File: src/rtl/apd_pkg.sv
// apd_pkg: shared types and constants for the adaptive pulse detector
// payload structs, configuration struct, register indexes and reset values
// no dependencies
`default_nettype none

package apd_pkg;

    // configuration register indexes
    localparam int unsigned CfgAddrWidth = 3;
    typedef enum logic [CfgAddrWidth-1:0] {
        REG_VALID_LOW     = 3'd0,
        REG_VALID_HIGH    = 3'd1,
        REG_RECAL_GAP_MS  = 3'd2,
        REG_SETTLE_MS     = 3'd3,
        REG_CALIB_END_MS  = 3'd4,
        REG_REFRACTORY_MS = 3'd5
    } cfg_index_t;

    localparam int unsigned CfgDataWidth = 16;

    // configuration reset values
    localparam logic [9:0]  VALID_LOW_RST     = 10'd850;
    localparam logic [9:0]  VALID_HIGH_RST    = 10'd870;
    localparam logic [15:0] RECAL_GAP_MS_RST  = 16'd2000;
    localparam logic [15:0] SETTLE_MS_RST     = 16'd500;
    localparam logic [15:0] CALIB_END_MS_RST  = 16'd1000;
    localparam logic [15:0] REFRACTORY_MS_RST = 16'd250;

    // running minimum value after a calibration restart
    localparam logic [10:0] RESTART_MIN = 11'd2000;

    typedef struct packed {
        logic [31:0] now_ms;
        logic [9:0]  sample;
    } apd_in_t;

    typedef struct packed {
        logic        pulse;
        logic        calibrated;
        logic [10:0] threshold;
    } apd_out_t;

    typedef struct packed {
        logic [9:0]  valid_low;
        logic [9:0]  valid_high;
        logic [15:0] recal_gap_ms;
        logic [15:0] settle_ms;
        logic [15:0] calib_end_ms;
        logic [15:0] refractory_ms;
    } apd_cfg_t;

endpackage

`default_nettype wire

File: src/rtl/apd_core.sv
// apd_core: detector state and per-sample update logic
// computes the next state and the result for one sample combinationally
// depends on apd_pkg
`default_nettype none

module apd_core (
    input  wire logic              aclk,
    input  wire logic              aresetn,
    input  wire logic              step,
    input  wire apd_pkg::apd_in_t  item,
    input  wire apd_pkg::apd_cfg_t cfg,
    output apd_pkg::apd_out_t      result
);
    import apd_pkg::*;

    logic [31:0] last_detect_reg, last_detect_next;
    logic [31:0] calib_start_reg, calib_start_next;
    logic        pulse_reg, pulse_next;
    logic        calibrated_reg, calibrated_next;
    logic [10:0] threshold_reg, threshold_next;
    logic [10:0] min_reg, min_next;
    logic [9:0]  max_reg, max_next;

    logic [31:0] gap;
    logic [31:0] since;
    logic        sample_ok;
    logic [11:0] mid_sum;

    // wrapping time differences
    assign gap     = item.now_ms - last_detect_reg;
    assign since   = item.now_ms - calib_start_reg;
    assign mid_sum = {2'b00, max_reg} + {1'b0, min_reg};

    assign sample_ok = (item.sample > cfg.valid_low) && (item.sample < cfg.valid_high);

    // next state for one sample
    always_comb begin
        last_detect_next = last_detect_reg;
        calib_start_next = calib_start_reg;
        pulse_next       = pulse_reg;
        calibrated_next  = calibrated_reg;
        threshold_next   = threshold_reg;
        min_next         = min_reg;
        max_next         = max_reg;
        if (!sample_ok) begin
            pulse_next = 1'b0;
        end else if (gap > {16'd0, cfg.recal_gap_ms}) begin
            // restart calibration
            min_next         = RESTART_MIN;
            max_next         = '0;
            calib_start_next = item.now_ms;
            last_detect_next = item.now_ms;
            calibrated_next  = 1'b0;
        end else if (since > {16'd0, cfg.settle_ms}) begin
            if (since <= {16'd0, cfg.calib_end_ms}) begin
                // track min and max
                if ({1'b0, item.sample} < min_reg) begin
                    min_next = {1'b0, item.sample};
                end
                if (item.sample > max_reg) begin
                    max_next = item.sample;
                end
            end else if (!calibrated_reg) begin
                // midpoint plus one
                threshold_next  = mid_sum[11:1] + 11'd1;
                calibrated_next = 1'b1;
            end else if ((gap > {16'd0, cfg.refractory_ms}) &&
                         ({1'b0, item.sample} > threshold_reg)) begin
                last_detect_next = item.now_ms;
                pulse_next       = 1'b1;
            end else begin
                pulse_next = 1'b0;
            end
        end
    end

    // result reflects the state after this sample
    assign result.pulse      = pulse_next;
    assign result.calibrated = calibrated_next;
    assign result.threshold  = threshold_next;

    // state registers
    always_ff @(posedge aclk) begin
        if (!aresetn) begin
            last_detect_reg <= '0;
            calib_start_reg <= '0;
            pulse_reg       <= 1'b0;
            calibrated_reg  <= 1'b0;
            threshold_reg   <= '0;
            min_reg         <= RESTART_MIN;
            max_reg         <= '0;
        end else if (step) begin
            last_detect_reg <= last_detect_next;
            calib_start_reg <= calib_start_next;
            pulse_reg       <= pulse_next;
            calibrated_reg  <= calibrated_next;
            threshold_reg   <= threshold_next;
            min_reg         <= min_next;
            max_reg         <= max_next;
        end
    end

endmodule

`default_nettype wire

File: src/rtl/adaptive_pulse_detector.sv
// adaptive_pulse_detector: top level with handshakes and configuration registers
// input register, detector core and result register
// depends on apd_pkg and apd_core
`default_nettype none

// One sample is accepted per transaction and yields exactly one result
// transaction carrying the pulse flag, the calibrated flag and the current
// threshold. The block takes a new sample every clock cycle while the result
// side is not stalled; a result is offered once its sample has passed through
// the input register, loaded when the sample is accepted, and then the result
// register, loaded from the combinational state update. Stalls on the
// result side back up through the input register to s_ready. Configuration
// registers are written through cfg_wr_en/cfg_addr/cfg_wdata,
// keeping only each register's width; addresses above 5 are ignored. Write
// configuration only while no sample is in flight.

module adaptive_pulse_detector (
    input  wire logic                                aclk,
    input  wire logic                                aresetn,
    input  wire logic                                s_valid,
    output logic                                     s_ready,
    input  wire apd_pkg::apd_in_t                    s_data,
    output logic                                     m_valid,
    input  wire logic                                m_ready,
    output apd_pkg::apd_out_t                        m_data,
    input  wire logic                                cfg_wr_en,
    input  wire logic [apd_pkg::CfgAddrWidth-1:0]    cfg_addr,
    input  wire logic [apd_pkg::CfgDataWidth-1:0]    cfg_wdata
);
    import apd_pkg::*;

    apd_cfg_t cfg_reg;
    logic     in_valid_reg;
    apd_in_t  in_data_reg;
    logic     out_valid_reg;
    apd_out_t out_data_reg;
    apd_out_t core_result;
    logic     out_free;
    logic     advance;

    // configuration registers
    always_ff @(posedge aclk) begin
        if (!aresetn) begin
            cfg_reg.valid_low     <= VALID_LOW_RST;
            cfg_reg.valid_high    <= VALID_HIGH_RST;
            cfg_reg.recal_gap_ms  <= RECAL_GAP_MS_RST;
            cfg_reg.settle_ms     <= SETTLE_MS_RST;
            cfg_reg.calib_end_ms  <= CALIB_END_MS_RST;
            cfg_reg.refractory_ms <= REFRACTORY_MS_RST;
        end else if (cfg_wr_en) begin
            unique case (cfg_index_t'(cfg_addr))
                REG_VALID_LOW:     cfg_reg.valid_low     <= cfg_wdata[9:0];
                REG_VALID_HIGH:    cfg_reg.valid_high    <= cfg_wdata[9:0];
                REG_RECAL_GAP_MS:  cfg_reg.recal_gap_ms  <= cfg_wdata;
                REG_SETTLE_MS:     cfg_reg.settle_ms     <= cfg_wdata;
                REG_CALIB_END_MS:  cfg_reg.calib_end_ms  <= cfg_wdata;
                REG_REFRACTORY_MS: cfg_reg.refractory_ms <= cfg_wdata;
                default: ;
            endcase
        end
    end

    // handshake control
    assign out_free = !out_valid_reg || m_ready;
    assign advance  = in_valid_reg && out_free;
    assign s_ready  = !in_valid_reg || out_free;
    assign m_valid  = out_valid_reg;
    assign m_data   = out_data_reg;

    // input register
    always_ff @(posedge aclk) begin
        if (!aresetn) begin
            in_valid_reg <= 1'b0;
        end else if (s_ready) begin
            in_valid_reg <= s_valid;
        end
    end

    always_ff @(posedge aclk) begin
        if (s_valid && s_ready) begin
            in_data_reg <= s_data;
        end
    end

    apd_core u_core (
        .aclk    (aclk),
        .aresetn (aresetn),
        .step    (advance),
        .item    (in_data_reg),
        .cfg     (cfg_reg),
        .result  (core_result)
    );

    // result register
    always_ff @(posedge aclk) begin
        if (!aresetn) begin
            out_valid_reg <= 1'b0;
        end else if (out_free) begin
            out_valid_reg <= in_valid_reg;
        end
    end

    always_ff @(posedge aclk) begin
        if (advance) begin
            out_data_reg <= core_result;
        end
    end

endmodule

`default_nettype wire
File: config.mk
export PLATFORM = sky130hd
export DESIGN_NAME = adaptive_pulse_detector
export DESIGN_NICKNAME = d
export VERILOG_FILES = /design/src/rtl/apd_pkg.sv /design/src/rtl/apd_core.sv /design/src/rtl/adaptive_pulse_detector.sv
export SDC_FILE = /design/constraint.sdc
export NUM_CORES = 1
export LEC_CHECK = 0
export BUFFER_PORTS_ARGS = -buffer_cell sky130_fd_sc_hd__buf_4
export CORE_UTILIZATION = 40
export DETAILED_ROUTE_END_ITERATION = 12
export PLACE_DENSITY = 0.6
export SLEW_MARGIN = 0
export SYNTH_ARGS = -nofsm -noshare
export SYNTH_HDL_FRONTEND = slang
export SYNTH_HIERARCHICAL = 1
export SYNTH_SLANG_ARGS = --single-unit
File: constraint.sdc
create_clock -name aclk -period 5.4 [get_ports aclk]
set_input_delay 0.54 -clock aclk [delete_from_list [all_inputs] [get_ports aclk]]
set_output_delay 0.54 -clock aclk [all_outputs]
set_load 0.1 [all_outputs]
Yosys cells after proc, flatten, opt, wreduce, memory -nomap -nowiden

Cells that the tools add are included.

Muxes and demuxes: 28
Add/sub/neg operators: 4
Reduce and logical (&&, ||, !) cells: 25
$lt $le $gt $ge: 9
Equal/unequal tests: 6

Operator list:

| cell                                                                  | number |
|---|---|
| 32-bit 2-to-1 mux                                                     | 5 |
| 11-bit 2-to-1 mux                                                     | 9 |
| 32-bit by 16-bit > comparator with 1-bit output                       | 3 |
| 32-bit subtractor                                                     | 2 |
| 10-bit 2-to-1 mux                                                     | 4 |
| 32-bit by 16-bit less-or-equal comparator with 1-bit output           | 1 |
| 10-bit > comparator                                                   | 2 |
| 10-bit by 11-bit adder with 12-bit output                             | 1 |
| 2-bit AND reduction                                                   | 6 |
| 2-bit nonzero test                                                    | 6 |
| 11-bit by 1-bit adder with 11-bit output, second input constant       | 1 |
| 10-bit by 11-bit > comparator with 1-bit output                       | 1 |
| 10-bit by 11-bit < comparator with 1-bit output                       | 1 |
| 10-bit < comparator                                                   | 1 |
| 1-bit 2-to-1 mux                                                      | 10 |
| 5-bit AND reduction                                                   | 2 |
| 3-bit by 2-bit equality test with 1-bit output, second input constant | 2 |
| 3-bit equality test, second input constant                            | 2 |
| 6-bit AND reduction                                                   | 1 |
| 1-bit logical AND                                                     | 4 |
| 3-bit by 1-bit equality test with 1-bit output, second input constant | 1 |
| 3-bit zero test                                                       | 1 |
| 3-bit AND reduction                                                   | 1 |
| 1-bit zero test                                                       | 2 |
| other kinds (2)                                                       | 3 |

Logic and storage cells: 92
Register bits: 239
Output and inout bits: 15
Input bits: 66

Logic depth before layout (Yosys ltp)

Depth after elaboration: 9
Depth in mapped cells: 25
Gate-level depth less buffers: 22

Modules after synthesis

The synthesis kept the hierarchy.

By module, submodules not included:

| module                  | cells each | area each (sq um) | times used | sequential area each (sq um) |
|---|---|---|---|---|
| apd_core                | 1618       | 11967.7           | 1          | 1961.9 |
| adaptive_pulse_detector | 370        | 4959.8            | 1          | 3373.2 |

Worst setup path before layout

Ideal clock, no wire load.

Path kind: register -> register
Start: register in_data_reg[10] in the netlist's numbering
End: register out_data_reg, in the netlist m_data[10], data pin
Period minus slack after synthesis: 4.666 ns
Cell stages (with the launch flop): 22
Buffers on the path: 1
Arrival time: 4.406 ns
Path slack: 0.734 ns
Cells stage by stage: edfxtp_1 > inv_1 > ha_1 > fa_1 > nand2b_1 > a21oi_1 > o21ai_0 > o21ai_0 > a31oi_1 > xnor2_1 > ha_1 > and4_1 > nand3_1 > nor2_1 > a2111oi_0 > a31oi_1 > nand2_1 > nor4b_2 > nand2_1 > and4_4 > buf_12 > mux2_4

RTL lines:

| item                     | line                           | text |
|---|---|---|
| start: declaration       | adaptive_pulse_detector.sv:34  | `apd_in_t in_data_reg;` |
| start signal: assignment | adaptive_pulse_detector.sv:81  | `in_data_reg <= s_data;` |
| end signal: assignment   | adaptive_pulse_detector.sv:105 | `out_data_reg <= core_result;` |
| end: declaration         | adaptive_pulse_detector.sv:36  | `apd_out_t out_data_reg;` |

==> results.txt <==
The flow ran to the end, and the final reports show no timing, DRC or antenna violations. The number of hold violations in the final report is 0. The peak fanout along the critical path is 6. The die is 208 um tall.

By startpoint and endpoint, the worst setup path is classified as reg -> reg. The number of search-and-repair iterations in the first detailed-routing pass is 5. After synthesis, the largest family of logic cells by area is compound AO/OA/AOI/OAI gates. The clock tree root driver cell is sky130_fd_sc_hd__clkbuf_16. The proportion of synthesized area in mux cells came out at 7.96%. The number of DRC markers in iteration 0 is 976.

The count of warnings emitted by yosys is 6. Sorting the synthesized cells by area gives the leading types as sky130_fd_sc_hd__dfxtp_1 22%, sky130_fd_sc_hd__ha_1 14%, sky130_fd_sc_hd__edfxtp_1 9.8%. The final-layout worst hold slack came out at 0.157 ns. The count of cell types in the netlist is 91. The number of instances in the placed design is 2,525. The final critical path takes up 92.4% of the cycle.

The minimum setup slack among reg-to-reg paths is 0.41 ns. The final layout contains roughly 2,300 nets. For this block, the via count after detailed routing is 14,467. The most used flip-flop cell after synthesis is sky130_fd_sc_hd__dfxtp_1. The compound-cell area share of the yosys netlist came out at 19.7%. The final worst clock skew is between 0.01 and 0.015 ns. STA classifies the critical path endpoint as a flip-flop. The final routed DRC violation total came out at 0. The number of I/O pins is just over 80. The total CTS buffers came out at 27. The placed instances occupy a cell area of 18,000 sq um. The count of final max-slew check failures came out at 0.

The startpoint type of the worst setup path is a flip-flop. The launching point of the worst reg2reg path is in_data_reg[19]$_DFFE_PP_. The area of the mapped netlist came out at 16,900 sq um.

The aggregate routed wire length is around 48 mm. The clock-pin transition on the worst setup and hold timing paths came out at 0.06 ns. The cell area after layout came out at 18,900 sq um.

The overall die area is 43,100 sq um. The most common cell after layout, fill and taps aside is sky130_fd_sc_hd__inv_1. The HPWL reported at the end of detailed placement is ~36 mm. The clock sink count is 239. The worst-margin pin slew came out at 1.18 ns. The hold path startpoint is s_data[40]. The final-report setup violation count is 0.

The detailed-route vias per instance came out at 5.61. Once detail routing completed, the nets flagged for antenna violations numbered 0. The signal on the critical path passes through ha_1, and4_1, o21a_1, o31a_1, nor2_1, o21ai_0, a21o_1, a21oi_1, xnor2_1, ha_1, nand4_1, nor2_1, o21ai_0, a32oi_1, a2111oi_2, buf_4, and4_4, and4_4, mux2_2. In this run the number of H-tree levels came out at 1.

The number of global-route vias before repair is 14,073. The overall overflow remaining after global route is 0. The worst-case vdd ir drop is 0.231 mV. TritonCTS built the clock tree.

Total power for the finished layout comes to 4.74 mW. The port buffer count is 80. Global routing consumed, over all layers together, 21.4% of the routing resources. Setup repair after global routing left no endpoint under its margin. The leakage power summed over all cells came out at 8.18 nW. The flip-flop count of the largest register, all copies and words added is 84. After Yosys synthesis, full adders, half adders and majority gates account for 14.0% of the synthesized area. The filler cell count in the final layout came out at 4,066. The top cell type by area accounts for between 20% and 30% of the synthesized area. The number of nets in the synthesized netlist is 2,241.

In this run the worst hold path is classified as in -> reg. The worst register-to-register path ends at m_data[9]$_DFFE_PP_. The cell accounting for the most synthesized area is sky130_fd_sc_hd__dfxtp_1. The later-pin clock latency in the skew report came out at 0.55 ns. Based on the critical path, the design can be clocked at up to 200 MHz. Sequential cells were found to cover a little under a third of the synthesized design area. After layout, the worst setup slack is 0.408 ns. The post-synthesis async set-or-reset flop share is 0%. The synthesized netlist cell count is between 1,500 and 2,000. The first global-routing pass estimated 74.5 mm of wire. The initial antenna violation count came out at 0. In this run the mean area of a mapped cell was between 8 and 9 sq um.

The detail-routed net length per standard cell came out at 18.6 um. The core area is 41,300 sq um. The delay of the slowest cell on the worst path is 0.50 ns.

The final RePlAce weighted congestion is approximately 0.97. The number of placement rows came out at 74. For the final routed database, the setup TNS stands at 0 ns. Before CTS, the worst setup slack after placement is roughly 0.23 ns. The starting density of the core is around 40%.

No sink is reached through more buffers than the 3 on the longest clock path. The post-synthesis sequential element count came out at 239. The post-synthesis xor/xnor area fraction came out at 2.54%. In the final layout, the share of cells above drive strength 1 is 9.38%.

The share of the core filled with cells is ~46%. Of the total synthesized cell area, the portion taken by AND, OR, NAND and NOR gates is 17.0%. For hold timing, the worst endpoint is in_data_reg[40]$_DFFE_PP_.

The pin count of the biggest net entering global routing came out at 95. The cell type of the slowest stage on the worst timing path is sky130_fd_sc_hd__edfxtp_1. The number of enable flip-flop cells after synthesis came out at 55. The cell depth of the worst hold path came out at 1. The post-layout instance count excluding filler cells is 2,578. Headroom to the max-slew limit came out at 21.1%. Dividing total power by cell area gives a power density of 251 nW/um^2.

Leaving out fill and tap cells, the most frequent cells in the layout are 207 x sky130_fd_sc_hd__inv_1, 202 x sky130_fd_sc_hd__nand2_1, 184 x sky130_fd_sc_hd__dfxtp_1, 184 x sky130_fd_sc_hd__ha_1, 155 x sky130_fd_sc_hd__a21oi_1. The arrival time of the worst setup path is 5.30 ns. The number of diodes came out at 0. The number of maximum-capacitance violations came out at 0. The area growth from synthesis to final layout is 11.8%. The width of the chip came out at 208 um. The routed design could run at a clock period as short as 4.99 ns. The number of cells on the worst reg-to-reg path is 19. The required time of the worst setup path is about 5.7 ns.
layer usage:
layer  up-vias  routed length (um)  global-route usage [%]
met2       370               22400                    37.0
met5         -                   0                       0
met3        71                2120                    2.84
met4         0                1190                    5.98
met1      6832               22200                    27.7
li1       7194                   -                       -
Yosys cell counts, types with 5 or more instances:
master	instances
sky130_fd_sc_hd__a211o_1	5
sky130_fd_sc_hd__nand2b_1	13
sky130_fd_sc_hd__a211oi_1	14
sky130_fd_sc_hd__o211ai_1	16
sky130_fd_sc_hd__o221ai_1	7
sky130_fd_sc_hd__buf_2	25
sky130_fd_sc_hd__and4_1	10
sky130_fd_sc_hd__nand3_1	59
sky130_fd_sc_hd__a31oi_1	10
sky130_fd_sc_hd__clkbuf_1	61
sky130_fd_sc_hd__a21o_1	43
sky130_fd_sc_hd__nand4_1	43
sky130_fd_sc_hd__nor2_1	63
sky130_fd_sc_hd__nor3_1	30
sky130_fd_sc_hd__edfxtp_1	55
sky130_fd_sc_hd__o21a_1	37
sky130_fd_sc_hd__nand2_1	203
sky130_fd_sc_hd__a2111oi_0	6
sky130_fd_sc_hd__ha_1	184
sky130_fd_sc_hd__o21ai_1	9
sky130_fd_sc_hd__mux2i_1	120
sky130_fd_sc_hd__xor2_1	18
sky130_fd_sc_hd__o22ai_1	9
sky130_fd_sc_hd__and2_1	12
sky130_fd_sc_hd__a21boi_0	5
sky130_fd_sc_hd__and3_1	15
sky130_fd_sc_hd__nor2b_1	64
sky130_fd_sc_hd__inv_1	207
sky130_fd_sc_hd__o2111ai_1	19
sky130_fd_sc_hd__xnor2_1	31
sky130_fd_sc_hd__or3_1	7
sky130_fd_sc_hd__o21ai_0	109
sky130_fd_sc_hd__o211a_1	5
sky130_fd_sc_hd__dfxtp_1	184
sky130_fd_sc_hd__nor4_1	12
sky130_fd_sc_hd__or2_2	7
sky130_fd_sc_hd__a21oi_1	156
sky130_fd_sc_hd__buf_4	6
sky130_fd_sc_hd__o22a_1	7
sky130_fd_sc_hd__o31a_1	5
sky130_fd_sc_hd__mux2_4	9
critical path: cells and delay by family (launching register included):
kind            cells  cell delay [ns]
fa+ha+maj           2             0.81
buf+inv             1             0.17
compound gates      8             1.48
flops               1             0.50
simple gates        6             1.16
mux                 1             0.35
xor+xnor            1             0.27
cell type report:
cell class | count | area, sq um | share of cell area [%]
multi-input cells | 1446 | 10400 | 55.1
repair buffers | 105 | 835 | 4.41
clock buffers | 39 | 782 | 4.13
flip-flops and latches | 239 | 5340 | 28.2
well taps | 532 | 666 | 3.52
clock inverters | 10 | 100 | 0.529
inverters | 207 | 777 | 4.11
worst max-delay path by stage:
stage,depth (start not counted),to,startpoint,slack (ns)
CTS,22,u_core/min_reg[9]$_SDFFE_PN1P_,in_data_reg[11]$_DFFE_PP_,0.19
finish,19,m_data[9]$_DFFE_PP_,in_data_reg[19]$_DFFE_PP_,0.41
floorplan,21,m_data[10]$_DFFE_PP_,in_data_reg[10]$_DFFE_PP_,0.73
detailed placement,22,u_core/min_reg[9]$_SDFFE_PN1P_,in_data_reg[11]$_DFFE_PP_,0.23
global placement,21,m_data[9]$_DFFE_PP_,in_data_reg[11]$_DFFE_PP_,0.37
global route,22,u_core/min_reg[9]$_SDFFE_PN1P_,in_data_reg[11]$_DFFE_PP_,0.02
logic make-up (layout without fill, tap and decap cells):
group	count (synthesis)	count (layout)
compound gates	514	514
xor+xnor	49	49
buf+inv	304	361
fa+ha+maj	187	187
simple gates	565	566
flops	239	239
mux	130	130
timing repair:
| item | CTS | global route |
|---|---|---|
| hold buffers | 0 | 0 |
| buffers inserted | 0 | 2 |
| gates resized for setup | 0 | 8 |
| setup endpoints to repair | 0 | 76 |
where the power goes:
group	total, mW	internal, mW	switching (mW)
clock	1.85	1.09	0.758
sequential	1.93	1.88	0.0504
combinational	0.957	0.370	0.587
Power figures use the tool's default switching activity.
